===== src/hdl/swdg_pkg.sv =====
package swdg_pkg;

    // Item functions
    typedef enum logic [1:0] {
        FUNC_CYCLES  = 2'd0,
        FUNC_SWEEP   = 2'd1,
        FUNC_RESTART = 2'd2,
        FUNC_STOP    = 2'd3
    } func_t;

    // Register map, index = paddr / 4
    typedef enum logic [2:0] {
        REG_DUTY_SELECT     = 3'd0,
        REG_START_FREQUENCY = 3'd1,
        REG_SWEEP_PERIOD    = 3'd2,
        REG_SWEEP_DECREASE  = 3'd3,
        REG_SWEEP_SHIFT     = 3'd4,
        REG_SWEEP_ENABLE    = 3'd5,
        REG_UNUSED_6        = 3'd6,
        REG_UNUSED_7        = 3'd7
    } reg_index_t;

    localparam int FREQ_W   = 11;
    localparam int COUNT_W  = 14;
    localparam int PADDR_W  = 5;
    localparam int PDATA_W  = 32;

    localparam logic [COUNT_W-1:0] PERIOD_RESET = 14'd8192;
    localparam logic [COUNT_W-1:0] ACC_MAX      = 14'd16383;

    // Duty patterns, bit n is step n
    localparam logic [7:0] DUTY_PATTERN [4] = '{
        8'b1000_0000,
        8'b1000_0001,
        8'b1110_0001,
        8'b0111_1110
    };

    typedef struct packed {
        func_t      func;
        logic [7:0] cycles;
    } item_t;

    typedef struct packed {
        logic              level;
        logic              running;
        logic [FREQ_W-1:0] frequency;
        logic [2:0]        duty_position;
    } result_t;

    // Step period in clocks: (2048 - f) * 4
    function automatic logic [COUNT_W-1:0] period_of(input logic [FREQ_W-1:0] f);
        logic [FREQ_W:0] d;
        d = 12'h800 - {1'b0, f};
        return {d, 2'b00};
    endfunction

    function automatic logic duty_bit(input logic [1:0] sel, input logic [2:0] pos);
        logic [7:0] pat;
        pat = DUTY_PATTERN[sel];
        return pat[pos];
    endfunction

endpackage


===== src/hdl/square_wave_duty_generator_with_sweep.sv =====
// Square wave channel with 8-step duty pattern and frequency sweep. Each beat on
// the item channel is one of: elapsed clocks, sweep tick, restart or stop, and
// yields exactly one result beat carrying the latched level, the running flag,
// the current frequency code and the duty position after that item. The block
// takes one item per clock while the result channel is not stalled. An accepted
// item is held in the input register, and one pass of the state update then loads
// the result register once it is free or drained. The state update is combinational
// around the channel state, so back-to-back items see each other's effect. Registers
// are written through the APB port at byte address 4*index; a sweep update writes the
// new frequency back into the start frequency register.
module square_wave_duty_generator_with_sweep
    import swdg_pkg::*;
(
    input  logic               clk,
    input  logic               rst_n,
    // APB
    input  logic               psel,
    input  logic               penable,
    input  logic               pwrite,
    input  logic [PADDR_W-1:0] paddr,
    input  logic [PDATA_W-1:0] pwdata,
    output logic [PDATA_W-1:0] prdata,
    output logic               pready,
    // item channel
    input  logic               item_valid,
    output logic               item_ready,
    input  item_t              item,
    // result channel
    output logic               result_valid,
    input  logic               result_ready,
    output result_t            result
);

    // Configuration registers
    logic [1:0]        duty_select_reg;
    logic [FREQ_W-1:0] start_freq_reg;
    logic [2:0]        sweep_period_reg;
    logic              sweep_decrease_reg;
    logic [2:0]        sweep_shift_reg;
    logic              sweep_enable_reg;

    // Channel state
    logic [FREQ_W-1:0]  freq_reg,   freq_next;
    logic [COUNT_W-1:0] period_reg, period_next;
    logic [COUNT_W-1:0] acc_reg,    acc_next;
    logic [2:0]         step_reg,   step_next;
    logic [2:0]         timer_reg,  timer_next;
    logic               chan_on_reg, chan_on_next;
    logic               level_reg,  level_next;
    logic [1:0]         lat_duty_reg,     lat_duty_next;
    logic [2:0]         lat_period_reg,   lat_period_next;
    logic               lat_decrease_reg, lat_decrease_next;
    logic [2:0]         lat_shift_reg,    lat_shift_next;

    // Pipeline
    logic    s1_valid_reg;
    item_t   s1_item_reg;
    logic    result_valid_reg;
    result_t result_reg;
    logic    advance;

    // Datapath intermediates
    logic [COUNT_W:0]   acc_sum;
    logic [COUNT_W-1:0] acc_sat;
    logic [2:0]         step_inc;
    logic [2:0]         timer_inc;
    logic [FREQ_W-1:0]  delta;
    logic [FREQ_W:0]    freq_sum;
    logic [FREQ_W-1:0]  freq_diff;
    logic               sweep_update;

    logic       cfg_write;
    reg_index_t cfg_index;

    assign cfg_write = psel && penable && pwrite;
    assign cfg_index = reg_index_t'(paddr[PADDR_W-1:2]);
    assign pready    = 1'b1;

    // Register writes; a sweep update writes the frequency back
    always_ff @(posedge clk or negedge rst_n)
    begin
        if (!rst_n)
        begin
            duty_select_reg    <= '0;
            start_freq_reg     <= '0;
            sweep_period_reg   <= '0;
            sweep_decrease_reg <= 1'b0;
            sweep_shift_reg    <= '0;
            sweep_enable_reg   <= 1'b0;
        end
        else
        begin
            if (sweep_update)
            begin
                start_freq_reg <= freq_next;
            end
            if (cfg_write)
            begin
                unique case (cfg_index)
                    REG_DUTY_SELECT:     duty_select_reg    <= pwdata[1:0];
                    REG_START_FREQUENCY: start_freq_reg     <= pwdata[FREQ_W-1:0];
                    REG_SWEEP_PERIOD:    sweep_period_reg   <= pwdata[2:0];
                    REG_SWEEP_DECREASE:  sweep_decrease_reg <= pwdata[0];
                    REG_SWEEP_SHIFT:     sweep_shift_reg    <= pwdata[2:0];
                    REG_SWEEP_ENABLE:    sweep_enable_reg   <= pwdata[0];
                    default:             ;
                endcase
            end
        end
    end

    // Read back
    always_comb
    begin
        prdata = '0;
        unique case (cfg_index)
            REG_DUTY_SELECT:     prdata = {30'd0, duty_select_reg};
            REG_START_FREQUENCY: prdata = {21'd0, start_freq_reg};
            REG_SWEEP_PERIOD:    prdata = {29'd0, sweep_period_reg};
            REG_SWEEP_DECREASE:  prdata = {31'd0, sweep_decrease_reg};
            REG_SWEEP_SHIFT:     prdata = {29'd0, sweep_shift_reg};
            REG_SWEEP_ENABLE:    prdata = {31'd0, sweep_enable_reg};
            default:             prdata = '0;
        endcase
    end

    // Handshake: stage 1 moves on when the result register is free or drained
    assign advance      = s1_valid_reg && (!result_valid_reg || result_ready);
    assign item_ready   = !s1_valid_reg || advance;
    assign result_valid = result_valid_reg;
    assign result       = result_reg;

    // Hold the accepted beat
    always_ff @(posedge clk or negedge rst_n)
    begin
        if (!rst_n)
        begin
            s1_valid_reg <= 1'b0;
        end
        else if (item_ready)
        begin
            s1_valid_reg <= item_valid;
        end
    end

    always_ff @(posedge clk)
    begin
        if (item_valid && item_ready)
        begin
            s1_item_reg <= item;
        end
    end

    // Shared arithmetic
    assign acc_sum   = {1'b0, acc_reg} + {{(COUNT_W-7){1'b0}}, s1_item_reg.cycles};
    assign acc_sat   = acc_sum[COUNT_W] ? ACC_MAX : acc_sum[COUNT_W-1:0];
    assign step_inc  = step_reg + 3'd1;
    assign timer_inc = (timer_reg != lat_period_reg) ? timer_reg + 3'd1 : timer_reg;
    assign delta     = freq_reg >> lat_shift_reg;
    assign freq_sum  = {1'b0, freq_reg} + {1'b0, delta};
    assign freq_diff = freq_reg - delta;

    // Next channel state for the item in stage 1
    always_comb
    begin
        freq_next         = freq_reg;
        period_next       = period_reg;
        acc_next          = acc_reg;
        step_next         = step_reg;
        timer_next        = timer_reg;
        chan_on_next      = chan_on_reg;
        level_next        = level_reg;
        lat_duty_next     = lat_duty_reg;
        lat_period_next   = lat_period_reg;
        lat_decrease_next = lat_decrease_reg;
        lat_shift_next    = lat_shift_reg;
        sweep_update      = 1'b0;
        if (advance)
        begin
            unique case (s1_item_reg.func)
                FUNC_CYCLES:
                begin
                    acc_next = acc_sat;
                    if (acc_sat >= period_reg)
                    begin
                        step_next  = step_inc;
                        level_next = chan_on_reg && duty_bit(lat_duty_reg, step_inc);
                        acc_next   = acc_sat - period_reg;
                    end
                end
                FUNC_SWEEP:
                begin
                    if (sweep_enable_reg && (lat_period_reg != 3'd0))
                    begin
                        timer_next = timer_inc;
                        if (timer_inc == lat_period_reg)
                        begin
                            // drop the update on underflow or stop on overflow
                            priority if (lat_decrease_reg && (delta > freq_reg))
                            begin
                                timer_next = 3'd0;
                            end
                            else if (!lat_decrease_reg && freq_sum[FREQ_W])
                            begin
                                chan_on_next = 1'b0;
                            end
                            else
                            begin
                                freq_next    = lat_decrease_reg ? freq_diff
                                                                : freq_sum[FREQ_W-1:0];
                                period_next  = period_of(freq_next);
                                acc_next     = '0;
                                timer_next   = 3'd0;
                                sweep_update = 1'b1;
                            end
                        end
                    end
                end
                FUNC_RESTART:
                begin
                    chan_on_next      = 1'b1;
                    lat_duty_next     = duty_select_reg;
                    freq_next         = start_freq_reg;
                    period_next       = period_of(start_freq_reg);
                    acc_next          = '0;
                    step_next         = 3'd0;
                    timer_next        = 3'd0;
                    lat_period_next   = sweep_period_reg;
                    lat_decrease_next = sweep_decrease_reg;
                    lat_shift_next    = sweep_shift_reg;
                end
                FUNC_STOP:
                begin
                    chan_on_next = 1'b0;
                end
                default:
                begin
                    chan_on_next = chan_on_reg;
                end
            endcase
        end
    end

    // Channel state registers
    always_ff @(posedge clk or negedge rst_n)
    begin
        if (!rst_n)
        begin
            freq_reg         <= '0;
            period_reg       <= PERIOD_RESET;
            acc_reg          <= '0;
            step_reg         <= '0;
            timer_reg        <= '0;
            chan_on_reg      <= 1'b0;
            level_reg        <= 1'b0;
            lat_duty_reg     <= '0;
            lat_period_reg   <= '0;
            lat_decrease_reg <= 1'b0;
            lat_shift_reg    <= '0;
        end
        else
        begin
            freq_reg         <= freq_next;
            period_reg       <= period_next;
            acc_reg          <= acc_next;
            step_reg         <= step_next;
            timer_reg        <= timer_next;
            chan_on_reg      <= chan_on_next;
            level_reg        <= level_next;
            lat_duty_reg     <= lat_duty_next;
            lat_period_reg   <= lat_period_next;
            lat_decrease_reg <= lat_decrease_next;
            lat_shift_reg    <= lat_shift_next;
        end
    end

    // Result register
    always_ff @(posedge clk or negedge rst_n)
    begin
        if (!rst_n)
        begin
            result_valid_reg <= 1'b0;
        end
        else if (advance)
        begin
            result_valid_reg <= 1'b1;
        end
        else if (result_ready)
        begin
            result_valid_reg <= 1'b0;
        end
    end

    always_ff @(posedge clk)
    begin
        if (advance)
        begin
            result_reg.level         <= level_next;
            result_reg.running       <= chan_on_next;
            result_reg.frequency     <= freq_next;
            result_reg.duty_position <= step_next;
        end
    end

    // Checks
    a_stall_blocks_input: assert property (@(posedge clk) disable iff (!rst_n)
        (s1_valid_reg && result_valid_reg && !result_ready) |-> !item_ready)
        else $error("item taken while stage 1 is stalled");

    a_period_legal: assert property (@(posedge clk) disable iff (!rst_n)
        (period_reg != '0) && (period_reg[1:0] == 2'b00))
        else $error("step period not a non-zero multiple of four");

    a_stop_clears: assert property (@(posedge clk) disable iff (!rst_n)
        (advance && (s1_item_reg.func == FUNC_STOP)) |=> !chan_on_reg && !result.running)
        else $error("stop did not clear running");

    a_restart_loads: assert property (@(posedge clk) disable iff (!rst_n)
        (advance && (s1_item_reg.func == FUNC_RESTART))
            |=> chan_on_reg && (step_reg == 3'd0) && (acc_reg == '0) && (timer_reg == 3'd0))
        else $error("restart did not reload the channel");

endmodule


===== config.mk =====
export PLATFORM = sky130hd
export DESIGN_NAME = square_wave_duty_generator_with_sweep
export DESIGN_NICKNAME = d
export VERILOG_FILES = /design/src/hdl/swdg_pkg.sv /design/src/hdl/square_wave_duty_generator_with_sweep.sv
export SDC_FILE = /design/constraint.sdc
export NUM_CORES = 1
export LEC_CHECK = 0
export BUFFER_PORTS_ARGS = -buffer_cell sky130_fd_sc_hd__buf_2
export CORE_AREA = 2 2 166 168
export CTS_CLUSTER_SIZE = 28
export DETAILED_ROUTE_END_ITERATION = 8
export DIE_AREA = 0 0 168 170
export GPL_TIMING_DRIVEN = 0
export MAX_ROUTING_LAYER = met4
export SYNTH_ARGS = -nofsm -noshare
export SYNTH_HDL_FRONTEND = slang
export SYNTH_SLANG_ARGS = --single-unit

===== constraint.sdc =====
create_clock -name clk -period 11.6 [get_ports clk]
set_clock_uncertainty 0.1 [all_clocks]
set_input_delay 1.16 -clock clk [delete_from_list [all_inputs] [get_ports clk]]
set_output_delay 1.16 -clock clk [all_outputs]
set_load 0.01 [all_outputs]

Yosys cells after proc, flatten, opt, wreduce, memory -nomap -nowiden
Index checks and enable logic that the tools add are counted.
{ "word_totals": {"ff_bits": 105, "input_bits": 54, "word_cells": 135} }
{ "classes": {"addsub": 8, "n_lt_le_gt_ge": 4, "eq_ne": 14, "n_shift": 1, "muxes": 54, "bitwise": 1, "reduce_logical": 28} }
{ "op_table": {"columns": ["operator", "n"], "rows": [
  ["14-bit two-way mux", 10],
  ["11-bit two-way mux", 9],
  ["11-bit one-hot mux with 6 select lines", 1],
  ["14-bit one-hot mux with 3 select lines", 1],
  ["14-bit one-hot mux with 2 select lines", 1],
  ["12-bit by 11-bit subtractor with 12-bit output (first input constant)", 2],
  ["11-bit one-hot mux with 2 select lines", 1],
  ["3-bit two-way mux", 7],
  ["1-bit two-way mux", 17],
  ["8-bit binary-select mux with 2-bit select", 1],
  ["8-bit two-way mux", 2],
  ["14-bit by 8-bit adder with 15-bit output", 1],
  ["14-bit >= comparator", 1],
  ["14-bit subtractor", 1],
  ["11-bit by 11-bit adder with 12-bit output", 1],
  ["3-bit one-hot mux with 2 select lines", 2],
  ["2-bit AND reduction", 6],
  ["6-bit AND reduction", 2],
  ["11-bit greater-than comparator", 1],
  ["11-bit by 3-bit >> shifter with 11-bit output", 1],
  ["11-bit subtractor", 1],
  ["1-bit logical AND", 8],
  ["2-bit inequality test (second input constant)", 4],
  ["3-bit by 1-bit adder with 3-bit output (second input constant)", 2],
  ["19 further kinds", 27]
]} }

Longest topological paths before layout
Gate-level depths: netlist of run 1.
{ "depth": {"depth_word": 12, "ltp_mapped": 20, "ltp_nobuf": 19} }

Least setup slack after synthesis of run 1
OpenSTA, ideal clock, no wires.
{ "synth_path": {"path_kind": "register -> register", "from": "register acc_reg[0]", "to": "register result_reg, in the netlist result[0], data pin", "setup_time_ps": 260, "t_arrival_ps": 3866, "setup_slack_ps": 7373, "path_stages_with_launch": 20, "path_cell_list": "dfrtp_1 ha_1 inv_1 fa_1 nor2b_1 o2111ai_1 nand3_1 nand2_1 nor2_1 nor2_1 ha_1 fa_1 and4b_1 a2111oi_0 o21ai_0 nand2_1 o211ai_1 clkbuf_1 mux2i_1 a22o_1"} }
{ "synth_between": {"elab_chain_cells": 6} }
{ "synth_rtl": {"columns": ["item", "line_no", "source"], "rows": [
  ["start, declared", "square_wave_duty_generator_with_sweep.sv:45", "logic [COUNT_W-1:0] acc_reg, acc_next;"],
  ["start signal, assigned", "square_wave_duty_generator_with_sweep.sv:265", "acc_reg <= acc_next;"],
  ["14-bit by 8-bit adder with 15-bit output", "square_wave_duty_generator_with_sweep.sv:155", "assign acc_sum = {1'b0, acc_reg} + {{(COUNT_W-7){1'b0}}, s1_item_reg.cycles};"],
  ["14-bit two-way mux", "square_wave_duty_generator_with_sweep.sv:156", "assign acc_sat = acc_sum[COUNT_W] ? ACC_MAX : acc_sum[COUNT_W-1:0];"],
  ["14-bit >= comparator", "square_wave_duty_generator_with_sweep.sv:184", "if (acc_sat >= period_reg)"],
  ["3-bit two-way mux", "square_wave_duty_generator_with_sweep.sv:184", null],
  ["3-bit one-hot mux with 2 select lines", "square_wave_duty_generator_with_sweep.sv:180", "unique case (s1_item_reg.func)"],
  ["3-bit two-way mux", "square_wave_duty_generator_with_sweep.sv:178", "if (advance)"],
  ["via step_next[0]", "square_wave_duty_generator_with_sweep.sv:46", "logic [2:0] step_reg, step_next;"],
  ["end, declared", "square_wave_duty_generator_with_sweep.sv:59", "result_t result_reg;"]
]} }
The timed path passes the listed nets, and every way through them passes these cells.
A chain may end at the register's enable or synchronous reset.

Worst setup path in the final report of run 1
{ "layout_path": {"from": "register acc_reg[0]", "to": "register result_reg, in the netlist result[1], data pin"} }
The elaborated chain is that of the path after synthesis.

==> results by group, run 1 <==
Outcome
  – Status: finished, final reports clean

Synthesis
  – Gate count of the mapped netlist: 866
  – Post-Syn Area per Cell: between 9 and 10 um^2
  – Post-synth EDFFs: 26
  – Sequential cell area fraction in the yosys report: between 30% and 40%
  – Synth unique cells: slightly below 90
  – Commonest register cell after synthesis: dfrtp_1
  – Synth warnings: 0
  – Synth Register Bits: 103
  – Ys async rst share: between 70 and 80%
  – Mapped Area: between 7000 and 8000 um^2

Detailed routing
  – Vias post-DR: roughly 6700
  – WL per Instance: roughly 16 um
  – Initial DRC count: 413
  – Top sig layer: met4
  – DR WL met3: 1160 um
  – Metal-1 WL: 9800 um
  – Via/cell ratio: around 5
  – Antenna Violating Nets Remaining: 0
  – Length of routed met2 wiring: around 10000 um
  – DRT Pass-1 Iters: 5
  – Total wire length: 21500 um
  – DRC viols: 0

Placement
  – Placed cell area: 8700 um^2
  – Gpl congestion: 0.920
  – Placed cell count: about 1300
  – Hpwl dp: around 17000 um
  – Port buffer count: 59

Finish
  – Share of cells above drive strength 1: 16.9%
  – ANT cells: 0
  – Final core area utilization: between 30% and 40%
  – Max reg flops: 16
  – Synthesis-to-layout area growth: 14.3%
  – Layout fillers: 2762
  – Non-Filler Instances: 1304
  – Final net count: 1069
  – Fin area: 9000 um^2

Critical path
  – FF-to-FF Start: acc_reg[0]$_DFFE_PN0P_
  – Kind of critical path: reg -> reg
  – Crit. End Element: register
  – Top fanout value on the critical path: 10
  – WP data arrival: 5.16 ns
  – CP Data Required Time: 11.58 ns
  – Critical path startpoint category: register
  – Worst Setup SP: acc_reg[0]$_DFFE_PN0P_

CTS
  – PostCTS Resize Cnt: 0
  – CTS max path bufs: 2
  – Clock tree sinks: between 100 and 150
  – Root Buffer: clkbuf_16
  – Htree depth: 3
  – Clk_lat worst skew: ~0.36 ns
  – CTS tree: yes
  – Hold buffer count at cts: 0
  – Number of setup buffers added after CTS: 0
  – Clock-pin slew on the worst setup and hold paths: 0.08 ns
  – Cts bufs inserted: 9

Timing
  – Least-Margin Pin Slew: 1.29 ns
  – Setup_tns: 0 ns
  – Period utilization: 44.7%
  – RSZ-0062 raised after global routing: no
  – # setup viols final: 0
  – Final min period: 5.18 ns
  – Slew Limit Fails: 0
  – Hold WS: 0.383 ns
  – Fmax: between 0.15 and 0.2 GHz
  – Slew Limit Headroom: between 10% and 20%
  – Hold violation total from the final report: 0

Die
  – Core area: 26700 um^2
  – Vert. Die Dim: 170 um
  – Starting density of the core: about 30%
  – Die ar.: 28600 um^2
  – FP Rows: 60
  – Die width: between 150 and 200 um
  – Ports: 105

Pwr
  – Pleak: 4.07 nW
  – VDD IR-drop max: 0.0832 mV
  – PD cells: 245 nW/um^2

Global route
  – Gr ovfl total: 0
  – Vias in the first global route: roughly 6500
  – Initial antenna violation count: 0
  – GRT Resource Usage Total: between 10% and 20%
  – First-pass GRT wire length: 34500 um
  – Largest net degree at the start of global routing: 64

Flow run
  – Max-cap viol count: 0

Worst hold path
  – Hold_sp: period_reg[7]$_DFFE_PN0P_
  – Worst hold path class: reg -> reg
-- final timing paths --
check	endpoint	cells after the start	slack, ns
min reg2reg	period_reg[7]$_DFFE_PN0P_	2	0.38
max	result[1]$_DFFE_PP_	20	6.42
min	period_reg[7]$_DFFE_PN0P_	2	0.38
max reg2reg	result[1]$_DFFE_PP_	20	6.42
max in group asynchronous	freq_reg[6]$_DFF_PN0_	2	10.24
min in group asynchronous	s1_valid_reg$_DFFE_PN0N_	1	0.57
-- critical path, cell delays in order, from the launching register on --
cell       delay, ns
dfrtp_1         0.35
ha_1            0.21
inv_1           0.07
fa_1            0.40
nor2b_1         0.16
o2111ai_1       0.19
nand3_1         0.15
nand2_1         0.09
nor2_1          0.32
nor2_1          0.10
ha_1            0.22
fa_1            0.43
and4b_1         0.29
a2111oi_0       0.08
o21ai_0         0.28
nand2_1         0.08
o211ai_1        0.56
clkbuf_1        0.47
nor2_1          0.10
a21oi_1         0.11
o21ai_0         0.13
-- metrics by stage --
stage                     setup slack [ns]  power [mW]
final                                 6.42        2.20
after global routing                  5.86        2.39
after CTS                             6.34        2.20
after detailed placement              6.38        1.89
after global placement                6.37        1.88
after floorplan                       7.37        1.57
-- layer usage --
| metal | vias up | track usage, % |
|---|---|---|
| met5 | - | - |
| met4 | 0 | 4.23 |
| met3 | 24 | 2.60 |
| met2 | 202 | 25.8 |
| met1 | 3196 | 19.9 |
| li1 | 3297 | - |
-- synthesized netlist by cell type, drive strengths merged, types with 5 or more instances --
library cell | n | area, um^2
o21ai | 58 | 294
clkbuf | 13 | 48.8
xnor2 | 20 | 175
a21oi | 46 | 238
nor2b | 12 | 75.1
inv | 48 | 180
buf | 36 | 243
a22o | 6 | 52.6
mux2i | 26 | 260
edfxtp | 26 | 781
dfrtp | 76 | 1900
a21o | 8 | 60.1
mux2 | 30 | 338
a211oi | 10 | 85.1
nor2 | 66 | 248
o21a | 5 | 37.5
nor4 | 8 | 80.1
and2 | 12 | 75.1
nand2 | 90 | 338
and3 | 7 | 43.8
nand2b | 22 | 138
xor2 | 9 | 78.8
nand3 | 20 | 100
or3 | 10 | 62.6
ha | 53 | 663
a31oi | 7 | 43.8
o211ai | 15 | 113
nand4 | 5 | 31.3
nor3 | 23 | 120
o31ai | 12 | 114
-- cells by family (layout without fill, tap and decap cells) --
family	count (synthesis)	in the layout	share of synthesized area [%]
other	2	22	0.0953
muxes	57	57	7.88
xor gates and xnor gates	29	29	3.22
AOI/OAI and AO/OA	223	223	19.9
DFF	103	103	34.4
and+or+nand+nor	296	296	19.0
buffers and inverters	99	176	6.08
adders and majority gates	57	57	9.44
-- cells in the final DEF, fill, tap and decap left out, types with 6 or more instances in the layout --
cell and instances:
nand2_1 90, dfrtp_1 76, buf_2 67, nor2_1 66, ha_1 53, inv_1 46
o21ai_0 45, a21oi_1 44, mux2_2 28, mux2i_1 26, edfxtp_1 26, buf_4 25
nand2b_1 22, nor3_1 22, conb_1 22, nand3_1 20, xnor2_1 20, o211ai_1 15
clkbuf_1 13, nor2b_1 12, and2_1 12, o21ai_1 12, or3_1 10, o31ai_1 9
xor2_1 9, clkbuf_16 9, a211oi_1 8, a21o_1 8, and3_1 7, a31oi_1 7
nor4_1 6, a22o_1 6
-- power breakdown --
part	internal [mW]	switching (mW)
logic	0.554	0.781
clock network	0.151	0.152
registers	0.469	0.0944
-- final cells by class --
type	instances	area [um^2]	area share [%]
plain buffers	49	292	3.24
clock buffers	9	225	2.50
clock inverters	7	67.6	0.751
inverters	50	188	2.09
multi-input cells	684	4760	52.9
flip-flops and latches	103	2710	30.1
well taps	341	427	4.74
repair buffers	61	330	3.67
Power figures use the tool's default switching activity.
==> inputs of run 2 (changes only) <==
ABC_AREA = 1   (was not set)
CORE_AREA = 2 2 169 171   (was 2 2 166 168)
DIE_AREA = 0 0 171 173   (was 0 0 168 170)
clock period = 4.9 ns   (was 11.6 ns; I/O delays follow)
==> results by group, run 2 <==
Finish
  – Max reg flops: 16 (unchanged)
  – Synthesis-to-layout area growth: 14.4%
  – Fin area: 9400 um^2 (+4.4%)
  – Share of cells above drive strength 1: 10.2% (-6.7 points)
  – Most frequent cells in the layout: nand2_1, inv_1, nor2_1
  – Most common cell after layout, fill and taps aside: nand2_1
  – ANT cells: 0 (unchanged)
  – Final net count: 1391 (+30%)
  – Final core area utilization: 34.0% (+0.25 points)

Worst hold path
  – Worst hold path class: in -> reg
  – Hold_sp: item[4]

Synthesis
  – Post-synth EDFFs: 26 (unchanged)
  – Ys async rst share: 74.8% (unchanged)
  – Sequential cell area fraction in the yosys report: 33.0% (-1.4 points)
  – Yosys top cell area share: 23.1% (-1.0 points)
  – Synth Register Bits: 103 (unchanged)
  – Synth top cells by count: nand2_1, inv_1, nor2_1, nand3_1, dfrtp_1
  – Biggest area consumer among synthesized cells: dfrtp_1
  – Synth unique cells: 50 (-43%)
  – Commonest register cell after synthesis: dfrtp_1
  – Post-Syn Area per Cell: 6.92 um^2 (-24%)
  – Count leader, synth: nand2_1
  – Synth warnings: 0 (unchanged)
  – Mapped Area: 8220 um^2 (+4.3%)
  – Synth area leaders: dfrtp_1, nand2_1, edfxtp_1
  – Gate count of the mapped netlist: 1188 (+37%)

Timing
  – Hold WS: 0.191 ns (-0.192 ns)
  – Slew Limit Fails: 0 (unchanged)
  – Hold violation total from the final report: 0 (unchanged)
  – # setup viols final: 0 (unchanged)
  – Setup ws final: 0.568 ns (-5.85 ns)
  – Slew Limit Headroom: 33.5% (+20 points)
  – Final min period: 4.33 ns (-0.850 ns)
  – RSZ-0062 raised after global routing: no
  – Setup_tns: 0 ns (unchanged)
  – Period utilization: 88.4% (+44 points)
  – Fmax: 0.231 GHz (+20%)
  – Least-Margin Pin Slew: 0.997 ns (-0.292 ns)

Die
  – Starting density of the core: 29.7% (+0.18 points)
  – Vert. Die Dim: 173 um (+1.8%)
  – FP Rows: 61 (+1.7%)
  – Die width: 171 um (+1.8%)
  – Core area: 27600 um^2 (+3.7%)
  – Ports: 105 (unchanged)
  – Die ar.: 29600 um^2 (+3.6%)

Placement
  – Worst slack, placed: 0.578 ns (-5.80 ns)
  – Gpl congestion: 0.938 (+1.9%)
  – Placed cell area: 9090 um^2 (+4.4%)
  – Port buffer count: 59 (unchanged)
  – Hpwl dp: 19000 um (+13%)

CTS
  – Cts bufs inserted: 9 (unchanged)
  – Clk_lat worst skew: 0.36 ns (about the same)
  – CTS max path bufs: 2 (unchanged)
  – Clock-pin slew on the worst setup and hold paths: 0.09 ns (about the same)
  – CTS tree: yes
  – Htree depth: 3 (unchanged)
  – Root Buffer: clkbuf_16
  – Clock tree sinks: 103 (unchanged)
  – Number of setup buffers added after CTS: 0 (unchanged)

Detailed routing
  – DRT Pass-1 Iters: 5 (unchanged)
  – Antenna Violating Nets Remaining: 0 (unchanged)
  – Initial DRC count: 588 (+42%)
  – DRC viols: 0 (unchanged)
  – Total wire length: 23700 um (+10%)
  – Vias post-DR: 7767 (+16%)
  – Via/cell ratio: 4.67 (-9.4%)
  – WL per Instance: 14.2 um (-14%)

Critical path
  – CP Data Required Time: 4.88 ns (-6.70 ns)
  – WP data arrival: 4.31 ns (-0.85 ns)
  – Crit. End Element: register
  – Worst Setup SP: lat_shift_reg[1]$_DFFE_PN0P_
  – Top fanout value on the critical path: 10 (unchanged)
  – Critical path startpoint category: register
  – Kind of critical path: reg -> reg
  – FF-to-FF Start: lat_shift_reg[1]$_DFFE_PN0P_

Global route
  – Largest net degree at the start of global routing: 61 (-4.7%)
  – Gr ovfl total: 0 (unchanged)
  – Initial antenna violation count: 0 (unchanged)
  – GRT Resource Usage Total: 16.5% (+0.84 points)
  – Vias in the first global route: 7149 (+9.9%)
  – First-pass GRT wire length: 37400 um (+8.2%)

Pwr
  – Pleak: 4.82 nW (+18%)
  – PD cells: 762 nW/um^2 (+210%)
  – VDD IR-drop max: 0.213 mV (+160%)

Flow run
  – Max-cap viol count: 0 (unchanged)

Outcome
  – Status: finished, final reports clean
## run 2: changes by cell type after synthesis, moves of 28 or more
cell,change
nor2_1,+38
nand3_1,+78
o21ai_0,+28
nand2_1,+216
inv_1,+132
mux2_2,-28
a21oi_1,+30
## run 2: cells by family (layout without fill, tap and decap cells)
family,after synthesis,in the layout,synth area share (%)
multiplexers,2,2,0.244
buffers and inverters,235,312,12.0
AO/OA/AOI/OAI,211,211,14.4
AND/OR/NAND/NOR,558,558,29.1
other,2,22,0.0914
adder cells (fa/ha/maj),57,57,9.05
XOR/XNOR,20,20,2.13
flip-flops,103,103,33.0
## run 2: path summary, 6_finish.rpt
path                                               end  slack, ns  depth (start not counted)
max                                result[4]$_DFFE_PP_       0.57                         19
min                           s1_item_reg[4]$_DFFE_PP_       0.19                          1
max reg2reg                        result[4]$_DFFE_PP_       0.57                         19
min reg2reg                 period_reg[11]$_DFFE_PN0P_       0.39                          2
min in group asynchronous        freq_reg[4]$_DFF_PN0_       0.50                          2
max in group asynchronous  start_freq_reg[1]$_DFF_PN0_       3.60                          3
## run 2: timing repair
item | CTS | global route
hold endpoints to repair | 17 | 0
endpoints found under the setup margin | 0 | 0
hold buffers | 1 | 0
gates resized for setup | 0 | 0
## run 2: final cells by class
cell class	instances	area, um^2
Timing Repair Buffer	61	335
Tap cell	378	473
Inverter	185	694
Clock inverter	6	63.8
Sequential cell	103	2710
Fill cell	3031	18200
Buffer	50	295
Multi-Input combinational cell	870	4590
Clock buffer	10	239
## run 2: report_power, final
| group | switching (mW) | total [mW] | internal (mW) | leakage [nW] |
|---|---|---|---|---|
| Clock | 0.386 | 0.761 | 0.375 | 0.146 |
| Sequential | 0.264 | 1.47 | 1.20 | 1.19 |
| Combinational | 3.30 | 4.94 | 1.64 | 3.49 |
## run 2: layer usage
layer  GRT usage [%]  up-vias  part of all wire, %
li1                -     4004                    -
met3            2.13       34                  4.5
met1            22.7     3539                   49
met2            25.1      190                   44
met4            5.12        0                  2.7
met5               -        -                    0
## run 2: stage by stage
step / total power [mW] / instances
finish: 7.17 / 1663
CTS: 7.15 / 1663
global placement: 6.33 / 1645
global route: 7.96 / 1663
floorplan: 5.06 / 1208
detailed placement: 6.36 / 1646
## run 2: critical path, stage by stage, from the launching register on
cell,delay [ns]
dfrtp_1,0.50
inv_1,0.13
clkbuf_1,0.37
mux2i_1,0.18
o21ai_0,0.41
inv_1,0.09
ha_1,0.28
buf_4,0.16
nand2_1,0.06
nand2_1,0.08
inv_1,0.05
nand2_1,0.12
nand3_1,0.09
nand3_1,0.18
nand2_1,0.09
nand2_2,0.21
nand4_2,0.28
nand2_1,0.14
nand3_1,0.09
a21boi_0,0.45
==> inputs of run 3 (changes only) <==
CORE_AREA = 4 4 171 173   (was 2 2 169 171)
DIE_AREA = 0 0 175 177   (was 0 0 171 173)
SLEW_MARGIN = 15   (was not set)
==> results by group, run 3 (synthesized netlist as in run 2, its figures left out) <==
Critical path
  – Critical path startpoint category: register
  – WP data arrival: 4.32 ns (about the same)
  – CP Data Required Time: 4.92 ns (+0.04 ns)
  – Kind of critical path: reg -> reg
  – Critical Path Max Stage Delay: 0.40 ns (-0.10 ns)
  – Critical path, cell by cell: ha_1 > inv_1 > fa_1 > o21ai_1 > a21oi_1 > o21ai_0 > nand2_1 > nor2_1 > nand3_1 > o21ai_0 > inv_1 > ha_1 > nand2_1 > inv_1 > nand3_1 > o221ai_1 > nor2_1 > nand2_1 > inv_1 > nor2_1 > o21ai_0 > inv_1
  – Critical path's most frequent cell: inv_1
  – Crit. End Element: register
  – Worst path slowest cell: fa_1
  – Top fanout value on the critical path: 8 (-2)
  – Reg2Reg Depth: 22 (+3)

Placement
  – Gpl congestion: 0.981 (+4.6%)
  – Placed cell area: 9090 um^2 (unchanged)
  – Port buffer count: 59 (unchanged)
  – Hpwl dp: 19100 um (+0.69%)

CTS
  – Htree depth: 3 (unchanged)
  – CTS max path bufs: 2 (unchanged)
  – Clk_lat worst skew: 0.36 ns (about the same)
  – Root Buffer: clkbuf_16
  – Hold buffer count at cts: 0 (-1)
  – Cts bufs inserted: 9 (unchanged)
  – PostCTS Resize Cnt: 0 (unchanged)
  – CTS tree: yes
  – Number of setup buffers added after CTS: 0 (unchanged)
  – Clock tree sinks: 103 (unchanged)
  – Clock-pin slew on the worst setup and hold paths: 0.09 ns (about the same)

Pwr
  – Pleak: 4.81 nW (-0.15%)
  – VDD IR-drop max: 0.247 mV (+16%)
  – PD cells: 762 nW/um^2 (about the same)

Global route
  – GRT Resource Usage Total: 15.9% (-0.63 points)
  – Largest net degree at the start of global routing: 48 (-21%)
  – Vias in the first global route: 7417 (+3.7%)
  – Gr ovfl total: 0 (unchanged)
  – First-pass GRT wire length: 38200 um (+2.2%)
  – Initial antenna violation count: 0 (unchanged)

Timing
  – Final min period: 4.30 ns (-0.0274 ns)
  – RSZ-0062 raised after global routing: no
  – Hold violation total from the final report: 13 (+13)
  – Fmax: 0.232 GHz (+0.64%)
  – Period utilization: 87.8% (-0.56 points)
  – # setup viols final: 0 (unchanged)
  – Slew Limit Headroom: 30.5% (-3.0 points)
  – Least-Margin Pin Slew: 1.04 ns (+0.0449 ns)
  – Slew Limit Fails: 0 (unchanged)
  – Hold WS: -0.00866 ns (-0.200 ns)
  – Setup_tns: 0 ns (unchanged)

Finish
  – Final core area utilization: 34.0% (-0.077 points)
  – Synthesis-to-layout area growth: 14.2%
  – ANT cells: 0 (unchanged)
  – Most common cell after layout, fill and taps aside: nand2_1
  – Share of cells above drive strength 1: 10.1% (-0.070 points)
  – Max reg flops: 16 (unchanged)
  – Most frequent cells in the layout: nand2_1, inv_1, nor2_1
  – Final net count: 1390 (-0.072%)
  – Fin area: 9380 um^2 (-0.23%)

Outcome
  – Failing checks: hold timing
  – Status: finished with violations

Detailed routing
  – Total wire length: 23900 um (+0.79%)
  – WL per Instance: 14.4 um (+0.85%)
  – Antenna Violating Nets Remaining: 0 (unchanged)
  – DRC viols: 0 (unchanged)
  – Via/cell ratio: 4.71 (+0.87%)
  – DRT Pass-1 Iters: 6 (+1)
  – Initial DRC count: 547 (-7.0%)
  – Vias post-DR: 7830 (+0.81%)

Die
  – Die width: 175 um (+2.3%)
  – FP Rows: 61 (unchanged)
  – Vert. Die Dim: 177 um (+2.3%)
  – Core area: 27600 um^2 (unchanged)
  – Starting density of the core: 29.7% (unchanged)
  – Ports: 105 (unchanged)
  – Die ar.: 31000 um^2 (+4.7%)

Worst hold path
  – Worst hold path class: in -> async

Flow run
  – Max-cap viol count: 0 (unchanged)
[run 3: layout make-up]
type | instances | area, um^2
clock buffers | 9 | 225
fillers | 3044 | 18200
well taps | 378 | 473
clock inverters | 7 | 66.3
plain buffers | 50 | 295
flip-flops and latches | 103 | 2710
inverters | 185 | 694
repair buffers | 60 | 325
multi-input cells | 870 | 4590
[run 3: critical path: cells and delay by family (launching register included)]
family                     cells  cell delay [ns]
AOI/OAI and AO/OA              6             1.10
adders and majority gates      3             0.93
DFF                            1             0.36
buffers and inverters          5             0.57
and+or+nand+nor                8             0.97
[run 3: metrics by stage]
stage / hold WS, ns / setup WS [ns] / total power, mW / std cells
2_1_floorplan: 0.0944 / 1.28 / 5.06 / 1208
4_1_cts: 0.00328 / 0.596 / 7.13 / 1662
5_1_grt: 0.0255 / 0.0585 / 7.93 / 1662
6_report: -0.00866 / 0.596 / 7.15 / 1662
3_5_place_dp: 0.376 / 0.625 / 6.36 / 1646
3_3_place_gp: 0.371 / 0.637 / 6.30 / 1645
[run 3: per-layer routing]
metal,global-route usage (%),vias up,share of wire [%]
li1,-,3991,-
met1,21.2,3580,47
met2,25.2,226,45
met3,1.88,33,5.5
met4,5.17,0,2.9
met5,-,-,0
[run 3: worst paths after layout]
check	startpoint	to	slack, ns
min reg2reg	sweep_period_reg[0]$_DFFE_PN0P_	sweep_period_reg[0]$_DFFE_PN0P_	0.39
max in group asynchronous	rst_n	lat_period_reg[2]$_DFFE_PN0P_	4.09
min	rst_n	period_reg[11]$_DFFE_PN0P_	-0.009
max reg2reg	s1_item_reg[0]$_DFFE_PP_	result[0]$_DFFE_PP_	0.60
max	s1_item_reg[0]$_DFFE_PP_	result[0]$_DFFE_PP_	0.60
min in group clk	item[6]	s1_item_reg[6]$_DFFE_PP_	0.19
[run 3: power by group]
| group | leakage [nW] | internal [mW] | switching, mW |
|---|---|---|---|
| Sequential | 1.19 | 1.20 | 0.263 |
| Combinational | 3.49 | 1.65 | 3.30 |
| Clock | 0.143 | 0.358 | 0.383 |
| Total | 4.81 | 3.21 | 3.94 |
